===== config.mk =====
export PLATFORM = sky130hd
export DESIGN_NAME = fir_filter_int16_scaled
export DESIGN_NICKNAME = d
export VERILOG_FILES = /design/src/rtl/fir_pkg.sv /design/src/rtl/fir_ram.sv /design/src/rtl/fir_div.sv /design/src/rtl/fir_filter_int16_scaled.sv
export SDC_FILE = /design/constraint.sdc
export NUM_CORES = 2
export LEC_CHECK = 0
export ABC_AREA = 1
export BUFFER_PORTS_ARGS = -buffer_cell sky130_fd_sc_hd__buf_2
export CORE_MARGIN = 5
export CORE_UTILIZATION = 30
export DETAILED_ROUTE_END_ITERATION = 10
export SYNTH_ARGS = -nofsm -noshare
export SYNTH_HDL_FRONTEND = slang
export SYNTH_HIERARCHICAL = 1
export SYNTH_SLANG_ARGS = --single-unit

===== constraint.sdc =====
create_clock -name i_clk -period 6.5 [get_ports i_clk]
set_input_delay 1.3 -clock i_clk [delete_from_list [all_inputs] [get_ports i_clk]]
set_output_delay 1.3 -clock i_clk [all_outputs]
set_load 0.02 [all_outputs]

===== src/rtl/fir_pkg.sv =====
// Shared types, codes and widths for the 16-bit scaled FIR filter.
package fir_pkg;

    localparam int TAPS_DEF   = 32;   // default built tap depth
    localparam int SAMPLE_W   = 16;   // sample, coefficient and output width
    localparam int CFG_W      = 15;   // widest configuration register
    localparam int TAPCNT_W   = 6;    // tap count register width
    localparam int CIDX_W     = 5;    // coefficient index field width
    localparam int CFG_IDX_W  = 1;    // configuration register index width
    localparam int QUO_W      = 18;   // quotient bits developed by the divider
    localparam int DEN_W      = CFG_W + QUO_W - 1;

    localparam logic [CFG_IDX_W-1:0] CFG_SCALE    = 1'b0;
    localparam logic [CFG_IDX_W-1:0] CFG_TAP_CNT  = 1'b1;

    localparam logic [CFG_W-1:0]    SCALE_RST    = 15'd1;
    localparam logic [TAPCNT_W-1:0] TAP_CNT_RST  = 6'd32;

    localparam logic [QUO_W-1:0]    QUO_POS_MAX  = 18'd32767;
    localparam logic [QUO_W-1:0]    QUO_NEG_MAX  = 18'd32768;
    localparam logic signed [SAMPLE_W-1:0] OUT_MAX = 16'sh7FFF;
    localparam logic signed [SAMPLE_W-1:0] OUT_MIN = 16'sh8000;

    typedef enum logic [1:0] {
        OP_FILTER = 2'd0,
        OP_COEF   = 2'd1,
        OP_CLEAR  = 2'd2
    } t_op;

    typedef enum logic [1:0] {
        S_IDLE,
        S_MAC,
        S_DIV
    } t_state;

    typedef struct packed {
        logic [1:0]                  op;
        logic signed [SAMPLE_W-1:0]  sample;
        logic [CIDX_W-1:0]           coef_index;
        logic signed [SAMPLE_W-1:0]  coef_value;
    } t_in;

    typedef struct packed {
        logic signed [SAMPLE_W-1:0]  filtered;
        logic                        clipped;
    } t_out;

endpackage


===== src/rtl/fir_ram.sv =====
// Generic single-write, single-read RAM with registered read data.
module fir_ram #(
    parameter int W     = 16,
    parameter int DEPTH = 32,
    localparam int AW   = (DEPTH > 1) ? $clog2(DEPTH) : 1
) (
    input  logic          i_clk,
    input  logic          i_we,
    input  logic [AW-1:0] i_waddr,
    input  logic [W-1:0]  i_wdata,
    input  logic [AW-1:0] i_raddr,
    output logic [W-1:0]  o_rdata
);

    logic [W-1:0] r_mem [DEPTH];
    logic [W-1:0] r_rdata;

    always_ff @(posedge i_clk) begin
        if (i_we) begin
            r_mem[i_waddr] <= i_wdata;
        end
        r_rdata <= r_mem[i_raddr];
    end

    assign o_rdata = r_rdata;

endmodule


===== src/rtl/fir_div.sv =====
// Restoring divider: sum / scale, truncated toward zero, saturated to 16 bits.
module fir_div import fir_pkg::*; #(
    parameter int ACC_W = 40
) (
    input  logic                    i_clk,
    input  logic                    i_rst_n,
    input  logic                    i_start,
    input  logic signed [ACC_W-1:0] i_acc,
    input  logic [CFG_W-1:0]        i_scale,
    output logic                    o_done,
    output t_out                    o_res
);

    localparam int CNT_W = $clog2(QUO_W);

    logic              r_busy;
    logic              r_done;
    logic              r_neg;
    logic [ACC_W-1:0]  r_rem;
    logic [DEN_W-1:0]  r_den;
    logic [QUO_W-1:0]  r_quo;
    logic [CNT_W-1:0]  r_cnt;

    logic [CFG_W-1:0]  w_scale;
    logic              w_ge;
    logic              w_clip;

    assign w_scale = (i_scale == '0) ? CFG_W'(1) : i_scale;
    assign w_ge    = r_rem >= ACC_W'(r_den);

    always_ff @(posedge i_clk) begin
        if (!i_rst_n) begin
            r_busy <= 1'b0;
            r_done <= 1'b0;
        end else if (i_start) begin
            r_busy <= 1'b1;
            r_done <= 1'b0;
            r_neg  <= i_acc[ACC_W-1];
            r_rem  <= i_acc[ACC_W-1] ? ACC_W'(-i_acc) : ACC_W'(i_acc);
            r_den  <= {w_scale, (QUO_W-1)'(0)};
            r_quo  <= '0;
            r_cnt  <= CNT_W'(QUO_W - 1);
        end else if (r_busy) begin
            // one quotient bit a step; a set top bit already means clip
            if (w_ge) begin
                r_rem <= r_rem - ACC_W'(r_den);
            end
            r_quo <= {r_quo[QUO_W-2:0], w_ge};
            r_den <= r_den >> 1;
            r_cnt <= r_cnt - CNT_W'(1);
            if (r_cnt == '0) begin
                r_busy <= 1'b0;
                r_done <= 1'b1;
            end
        end
    end

    always_comb begin
        if (r_neg) begin
            w_clip         = r_quo > QUO_NEG_MAX;
            o_res.filtered = w_clip ? OUT_MIN : SAMPLE_W'(~r_quo + QUO_W'(1));
        end else begin
            w_clip         = r_quo > QUO_POS_MAX;
            o_res.filtered = w_clip ? OUT_MAX : SAMPLE_W'(r_quo);
        end
        o_res.clipped = w_clip;
    end

    assign o_done = r_done;

endmodule


===== src/rtl/fir_filter_int16_scaled.sv =====
// Top level of the 16-bit direct-form FIR filter with integer output scaling.
//
//  channel  | direction | handshake                 | beat contents
//  ---------+-----------+---------------------------+-------------------------------
//  in       | input     | i_in_valid / o_in_ready   | t_in: op, sample, coef_index,
//           |           |                           |       coef_value
//  out      | output    | o_out_valid / i_out_ready | t_out: filtered, clipped
//  cfg      | input     | i_cfg_valid / o_cfg_ready | i_cfg_index, i_cfg_data
//
// After a filter beat is accepted its result is made in order, n being the taps in use:
// one tap a cycle through the single multiplier, the product pipeline draining into
// the sum, 18 restoring-divider steps, then the load into the output register once free.
// Coefficient, clear and unused-op beats are handled at acceptance; no tap walk follows.
// Reset is synchronous and active low: valid bits stand in for zeroed history
// and coefficients, so there is no clearing pass.
// The input is not ready while a filter beat is at work; a finished result may
// wait in the output register while the next beat is accepted.
module fir_filter_int16_scaled import fir_pkg::*; #(
    parameter int TAPS = TAPS_DEF
) (
    input  logic                  i_clk,
    input  logic                  i_rst_n,
    input  logic                  i_in_valid,
    output logic                  o_in_ready,
    input  t_in                   i_in,
    output logic                  o_out_valid,
    input  logic                  i_out_ready,
    output t_out                  o_out,
    input  logic                  i_cfg_valid,
    output logic                  o_cfg_ready,
    input  logic [CFG_IDX_W-1:0]  i_cfg_index,
    input  logic [CFG_W-1:0]      i_cfg_data
);

    localparam int AW    = (TAPS > 1) ? $clog2(TAPS) : 1;   // ring/coef address
    localparam int CW    = $clog2(TAPS + 1);                // tap counter
    localparam int ACC_W = 2 * SAMPLE_W + AW + 1;           // exact sum of all taps

    // configuration registers
    logic [CFG_W-1:0]    r_scale;
    logic [TAPCNT_W-1:0] r_tap_cnt;

    // sequencer
    t_state              r_state, n_state;
    logic                w_in_acc;
    logic                w_issue;
    logic                w_div_start;
    logic                w_out_load;
    logic [CW-1:0]       w_ntaps;

    // history ring and coefficient store
    logic [AW-1:0]       r_newest;
    logic [AW-1:0]       w_newest_nxt;
    logic [TAPS-1:0]     r_hvld;
    logic [TAPS-1:0]     r_cvld;
    logic                w_hist_we;
    logic                w_coef_we;
    logic [SAMPLE_W-1:0] w_hist_rd;
    logic [SAMPLE_W-1:0] w_coef_rd;

    // multiply-accumulate pipeline
    logic [CW-1:0]              r_tap;
    logic [AW-1:0]              r_rptr;
    logic                       r_s1_vld;
    logic                       r_s1_cv;
    logic                       r_s1_hv;
    logic                       r_s2_vld;
    logic signed [SAMPLE_W-1:0] w_mul_c;
    logic signed [SAMPLE_W-1:0] w_mul_x;
    logic signed [2*SAMPLE_W-1:0] r_prod;
    logic signed [ACC_W-1:0]    r_acc;

    // divider and output register
    logic                w_div_done;
    t_out                w_div_res;
    logic                r_out_vld;
    t_out                r_out;

    assign o_cfg_ready = 1'b1;
    assign o_in_ready  = (r_state == S_IDLE);
    assign w_in_acc    = i_in_valid && o_in_ready;

    // Configuration: take a beat whenever offered.
    always_ff @(posedge i_clk) begin
        if (!i_rst_n) begin
            r_scale   <= SCALE_RST;
            r_tap_cnt <= TAP_CNT_RST;
        end else if (i_cfg_valid && o_cfg_ready) begin
            unique case (i_cfg_index)
                CFG_SCALE:   r_scale   <= i_cfg_data;
                CFG_TAP_CNT: r_tap_cnt <= i_cfg_data[TAPCNT_W-1:0];
                default: ;
            endcase
        end
    end

    // Clamp the tap count to the built depth.
    assign w_ntaps = (32'(r_tap_cnt) > 32'(TAPS)) ? CW'(TAPS) : CW'(r_tap_cnt);

    // Advance the ring position with wrap; the new sample lands there.
    assign w_newest_nxt = (r_newest == AW'(TAPS - 1)) ? '0 : r_newest + AW'(1);

    assign w_hist_we = w_in_acc && (i_in.op == OP_FILTER);
    assign w_coef_we = w_in_acc && (i_in.op == OP_COEF)
                       && (32'(i_in.coef_index) < 32'(TAPS));

    always_ff @(posedge i_clk) begin
        if (!i_rst_n) begin
            r_newest <= '0;
            r_hvld   <= '0;
            r_cvld   <= '0;
        end else if (w_in_acc) begin
            unique case (i_in.op)
                OP_FILTER: begin
                    r_newest               <= w_newest_nxt;
                    r_hvld[w_newest_nxt]   <= 1'b1;
                end
                OP_COEF: begin
                    if (w_coef_we) begin
                        r_cvld[AW'(i_in.coef_index)] <= 1'b1;
                    end
                end
                OP_CLEAR: begin
                    // drop the whole history at once; coefficients stay
                    r_newest <= '0;
                    r_hvld   <= '0;
                end
                default: ;
            endcase
        end
    end

    fir_ram #(
        .W     (SAMPLE_W),
        .DEPTH (TAPS)
    ) u_hist_ram (
        .i_clk   (i_clk),
        .i_we    (w_hist_we),
        .i_waddr (w_newest_nxt),
        .i_wdata (i_in.sample),
        .i_raddr (r_rptr),
        .o_rdata (w_hist_rd)
    );

    fir_ram #(
        .W     (SAMPLE_W),
        .DEPTH (TAPS)
    ) u_coef_ram (
        .i_clk   (i_clk),
        .i_we    (w_coef_we),
        .i_waddr (AW'(i_in.coef_index)),
        .i_wdata (i_in.coef_value),
        .i_raddr (r_tap[AW-1:0]),
        .o_rdata (w_coef_rd)
    );

    // Sequencer: idle -> walk the taps -> divide -> hand the result over.
    always_ff @(posedge i_clk) begin
        if (!i_rst_n) begin
            r_state <= S_IDLE;
        end else begin
            r_state <= n_state;
        end
    end

    always_comb begin
        n_state     = r_state;
        w_issue     = 1'b0;
        w_div_start = 1'b0;
        w_out_load  = 1'b0;
        unique case (r_state)
            S_IDLE: begin
                if (w_in_acc && (i_in.op == OP_FILTER)) begin
                    n_state = S_MAC;
                end
            end
            S_MAC: begin
                w_issue = (r_tap < w_ntaps);
                // start the divide once every product has landed in the sum
                if (!w_issue && !r_s1_vld && !r_s2_vld) begin
                    w_div_start = 1'b1;
                    n_state     = S_DIV;
                end
            end
            S_DIV: begin
                if (w_div_done && (!r_out_vld || i_out_ready)) begin
                    w_out_load = 1'b1;
                    n_state    = S_IDLE;
                end
            end
            default: n_state = S_IDLE;
        endcase
    end

    // Tap walk: coefficient i against the sample i places older than newest.
    always_ff @(posedge i_clk) begin
        if (!i_rst_n) begin
            r_s1_vld <= 1'b0;
            r_s2_vld <= 1'b0;
        end else begin
            r_s1_vld <= w_issue;
            r_s2_vld <= r_s1_vld;
        end
    end

    always_ff @(posedge i_clk) begin
        if (w_in_acc && (i_in.op == OP_FILTER)) begin
            r_tap  <= '0;
            r_rptr <= w_newest_nxt;
            r_acc  <= '0;
        end else begin
            if (w_issue) begin
                r_tap  <= r_tap + CW'(1);
                r_rptr <= (r_rptr == '0) ? AW'(TAPS - 1) : r_rptr - AW'(1);
            end
            if (r_s2_vld) begin
                r_acc <= r_acc + ACC_W'(r_prod);
            end
        end
        r_s1_cv <= r_cvld[r_tap[AW-1:0]];
        r_s1_hv <= r_hvld[r_rptr];
        r_prod  <= w_mul_c * w_mul_x;
    end

    // Entries never written since reset or clear read as zero.
    assign w_mul_c = r_s1_cv ? $signed(w_coef_rd) : '0;
    assign w_mul_x = r_s1_hv ? $signed(w_hist_rd) : '0;

    fir_div #(
        .ACC_W (ACC_W)
    ) u_div (
        .i_clk   (i_clk),
        .i_rst_n (i_rst_n),
        .i_start (w_div_start),
        .i_acc   (r_acc),
        .i_scale (r_scale),
        .o_done  (w_div_done),
        .o_res   (w_div_res)
    );

    // Output register: hold the result until the consumer takes the beat.
    always_ff @(posedge i_clk) begin
        if (!i_rst_n) begin
            r_out_vld <= 1'b0;
        end else if (w_out_load) begin
            r_out_vld <= 1'b1;
        end else if (i_out_ready) begin
            r_out_vld <= 1'b0;
        end
        if (w_out_load) begin
            r_out <= w_div_res;
        end
    end

    assign o_out_valid = r_out_vld;
    assign o_out       = r_out;

    a_pipe_idle: assert property (@(posedge i_clk) disable iff (!i_rst_n)
        (r_state != S_MAC) |-> (!r_s1_vld && !r_s2_vld))
        else $error("tap pipeline busy outside the tap walk");

    a_tap_bound: assert property (@(posedge i_clk) disable iff (!i_rst_n)
        (r_state == S_MAC) |-> (r_tap <= w_ntaps))
        else $error("tap counter ran past the taps in use");

    a_filter_start: assert property (@(posedge i_clk) disable iff (!i_rst_n)
        (w_in_acc && (i_in.op == OP_FILTER)) |=> (r_state == S_MAC && r_tap == '0))
        else $error("filter beat did not start a tap walk");

    a_load_after_div: assert property (@(posedge i_clk) disable iff (!i_rst_n)
        w_out_load |-> (w_div_done && !w_div_start))
        else $error("result loaded before the divider finished");

    a_div_clears_done: assert property (@(posedge i_clk) disable iff (!i_rst_n)
        w_div_start |=> !w_div_done)
        else $error("divider still flags done after a new start");

endmodule

==> impl_metrics.csv <==
group,metric,value,unit
run_status,run_status,"complete, but fails checks",
run_status,violations,"design-rule violations",
floorplan,fp.dieW,496,um
critical_path,critPathArrivalTime,6.90,ns
routing,drt_drc_violations_left,2,
synth,synthesis.area_per_instance,9.47,sq um
floorplan,row_count,178,
sta,final-max-slew-violation-count,0,
grt,grt_pass1_vias,49493,
sta,totalNegativeSetupSlack,0,ns
synth,async_flop_share,0,
clock_network,cts_made_buffers,146,
synth,synth.yosys.seq_area_share,0.542,
sta,worst_slack,0.356,ns
sta,timing_worst_slew_pin_value,1.15,ns
pwr,worst_ir_drop_vdd,0.278,mV
cells_and_area,final_core_utilization,0.337,
cells_and_area,highest_count_cells_in_the_layout_ignoring_fill_and_taps,"nand2_1 (2297), edfxtp_1 (1140), nand3_1 (972)",
grt,antenna_violations_before_repair,8,
clock_network,cts_htree_levels,4,
synth,synthesis_stage_register_bit_count,1347,
grt,total_track_usage,0.157,
cells_and_area,finalNonFillerCells,10822,
grt,grt_remaining_overflow,0,
routing,detail_routed_net_length_per_standard_cell,18.3,um
pwr,power_per_cell_area,312,nW/um^2
place,routabilityCongestion,0.923,
routing,remaining_antenna_violation_count_after_routing,0,
sta,max-slew-margin-rel,0.234,
hold_path,min-delay-path-class,"reg -> reg",
critical_path,critical_path_peak_fanout,11,
synth,number_of_library_cell_types_mapped_by_synthesis,65,
job,drv_cap,0,
critical_path,timing.setup.critical_path_class,"reg -> reg",
clock_network,cts.path.max_buffers,3,
clock_network,cts_tree,"built",
critical_path,crit_path_start_kind,"register",
cells_and_area,layout.cells.most_common,"nand2_1",
place,placement.setup.worst_slack,0.182,ns
routing,drt_pre_antenna_iters,11,
routing,detailroute.via_count,51691,
pwr,power.static_leakage,32.2,nW
synth,synth_enable_flop_cells,1140,
clock_network,holdBufCountCts,0,
grt,grt_first_pass_wirelength,300,mm
critical_path,end_kind,"register",
sta,layout_min_cycle_time,6.14,ns
pwr,p_total,24.7,mW
place,dp_cells,10555,
sta,setup_viol,0,
place,placed_cell_areas,74500,sq um
sta,rsz0062_at_grt,"no",
sta,finalClockSkew,0.0733,ns
routing,detailedRoute.firstIterationViolations,4259,
synth,dominantRegCellSynth,"edfxtp_1",
sta,fin_hold_ws,0.417,ns
synth,yosys_warnings,6,
place,hpwl,130,mm
cells_and_area,finish.instance_area,79200,sq um
floorplan,height_of_the_die,496,um
floorplan,top_level_ports,80,
clock_network,clkSlewWorstSetupHoldPaths,0.06,ns
sta,hold_viol,0,
critical_path,cp_data_required_time,7.26,ns
synth,synthesis.area,70900,sq um
sta,fmaxAchievable,163,MHz
cells_and_area,layout-area-overhead-vs-synth,11.8,%
grt,grt_start_max_net_pins,181,
floorplan,design.core.area,235000,sq um
floorplan,starting_density,0.301,
routing,wirelength,198,mm
clock_network,ctsRootBufferMaster,"clkbuf_16",
cells_and_area,drive_above_1_share,0.0695,
clock_network,cts.sink_count,1347,
place,buffer_ports.inserted,78,
cells_and_area,finalNetCount,8040,
floorplan,die-area,246000,sq um
clock_network,insertion_delay,0.84,ns
synth,syn_inst_count,7483,
synth,mappedNetlistNets,7970,
routing,route.detailed.vias_per_inst,4.78,
sta,finalCritPeriodShare,0.945,
cells by family (layout without fill, tap and decap cells):
logic type	count (synthesis)	count (layout)	synth area share
other cells	1	5	0.0000529
buf+inv	1093	1278	0.0685
xor+xnor	66	66	0.00816
simple gates	4004	4004	0.237
compound gates	545	545	0.0419
flops	1347	1347	0.542
fa+ha+maj	427	427	0.103
repair_timing:
item | CTS | global route
resized for setup | 0 | 7
setup endpoints to repair | 0 | 10
buffers inserted | 0 | 0
final cells by class:
cell class,count,area (sq um)
multi-input cells,5043,27700
fillers,23938,156000
inverters,789,3000
clock inverters,78,842
flip-flops and latches,1347,38400
diodes,4,10.0
repair buffers,226,1530
well taps,3150,3940
clock buffers,185,3850
synthesized netlist by cell type, types with 3 or more instances:
cell type  count  area (sq um)
nand2_1     2298          8630
edfxtp_1    1140         34200
nand3_1      972          4860
inv_1        761          2860
nor2_1       576          2160
fa_1         264          5290
a21oi_1      235          1180
o21ai_0      209          1050
dfxtp_1      207          4140
ha_1         163          2040
clkbuf_1     102           383
buf_2         77           385
buf_4         59           443
buf_6         49           552
xor2_1        47           412
nand4_1       44           275
nor3_1        37           185
o21bai_1      28           210
xnor2_1       19           166
inv_2         17          63.8
nand2_2       14          87.6
buf_1         13          48.8
o21ai_2       13           114
nor4_1        12          75.1
o21ai_1       11          55.1
a31oi_1        9          56.3
or2_2          9          56.3
clkinv_1       7          26.3
nand3_2        7          70.1
nor2_2         7          43.8
o22ai_1        7          43.8
a21o_1         6          45.0
o211ai_1       6          45.0
nand3b_1       5          37.5
nor3_4         5          81.3
a211oi_1       4          30.0
and2_1         4          25.0
nor2_4         3          33.8
nor3_2         3          30.0
o221ai_1       3          26.3
o311ai_0       3          26.3
registers in the layout, summed over array words and instances, names as in the netlist, 17 cells and up:
name	count
o_out	17
u_coef_ram/r_mem	512
r_hvld	32
u_div/r_quo	18
u_div/r_den	32
u_div/r_rem	38
r_cvld	32
u_hist_ram/r_mem	512
r_prod	32
r_acc	38
report_power, final:
group | internal, mW | total, mW | switching [mW]
registers | 9.62 | 9.94 | 0.319
clock network | 4.58 | 8.16 | 3.58
logic | 1.96 | 6.62 | 4.66
routing by layer:
layer | vias up | global-route usage | part of all wire
met5 | - | 0 | 0.000035
met4 | 2 | 0.0456 | 0.027
met3 | 299 | 0.0207 | 0.053
met2 | 1457 | 0.266 | 0.48
met1 | 25118 | 0.211 | 0.44
li1 | 24815 | - | -
critical path, cell delays in order, from the launching register on:
cell	delay, ns
dfxtp_1	0.35
buf_4	0.20
nand2_1	0.09
clkinv_1	0.37
nand2_1	0.19
fa_1	0.54
fa_1	0.57
inv_1	0.05
fa_1	0.50
inv_1	0.06
fa_1	0.56
fa_1	0.45
fa_1	0.51
inv_1	0.05
ha_1	0.35
nand2_1	0.13
nor2_1	0.20
inv_1	0.06
o21ai_1	0.35
nand4_1	0.21
o211ai_1	0.14
nand2_1	0.07
nand2_1	0.05
final timing paths:
path,cells past startpoint,startpoint,end,slack [ns]
setup / recovery,22,r_s1_cv,r_prod[29],0.36
hold / removal,2,r_s1_vld,r_s2_vld,0.42
setup reg to reg,22,r_s1_cv,r_prod[29],0.36
hold reg to reg,2,r_s1_vld,r_s2_vld,0.42
(Power assumes the default switching activity.)
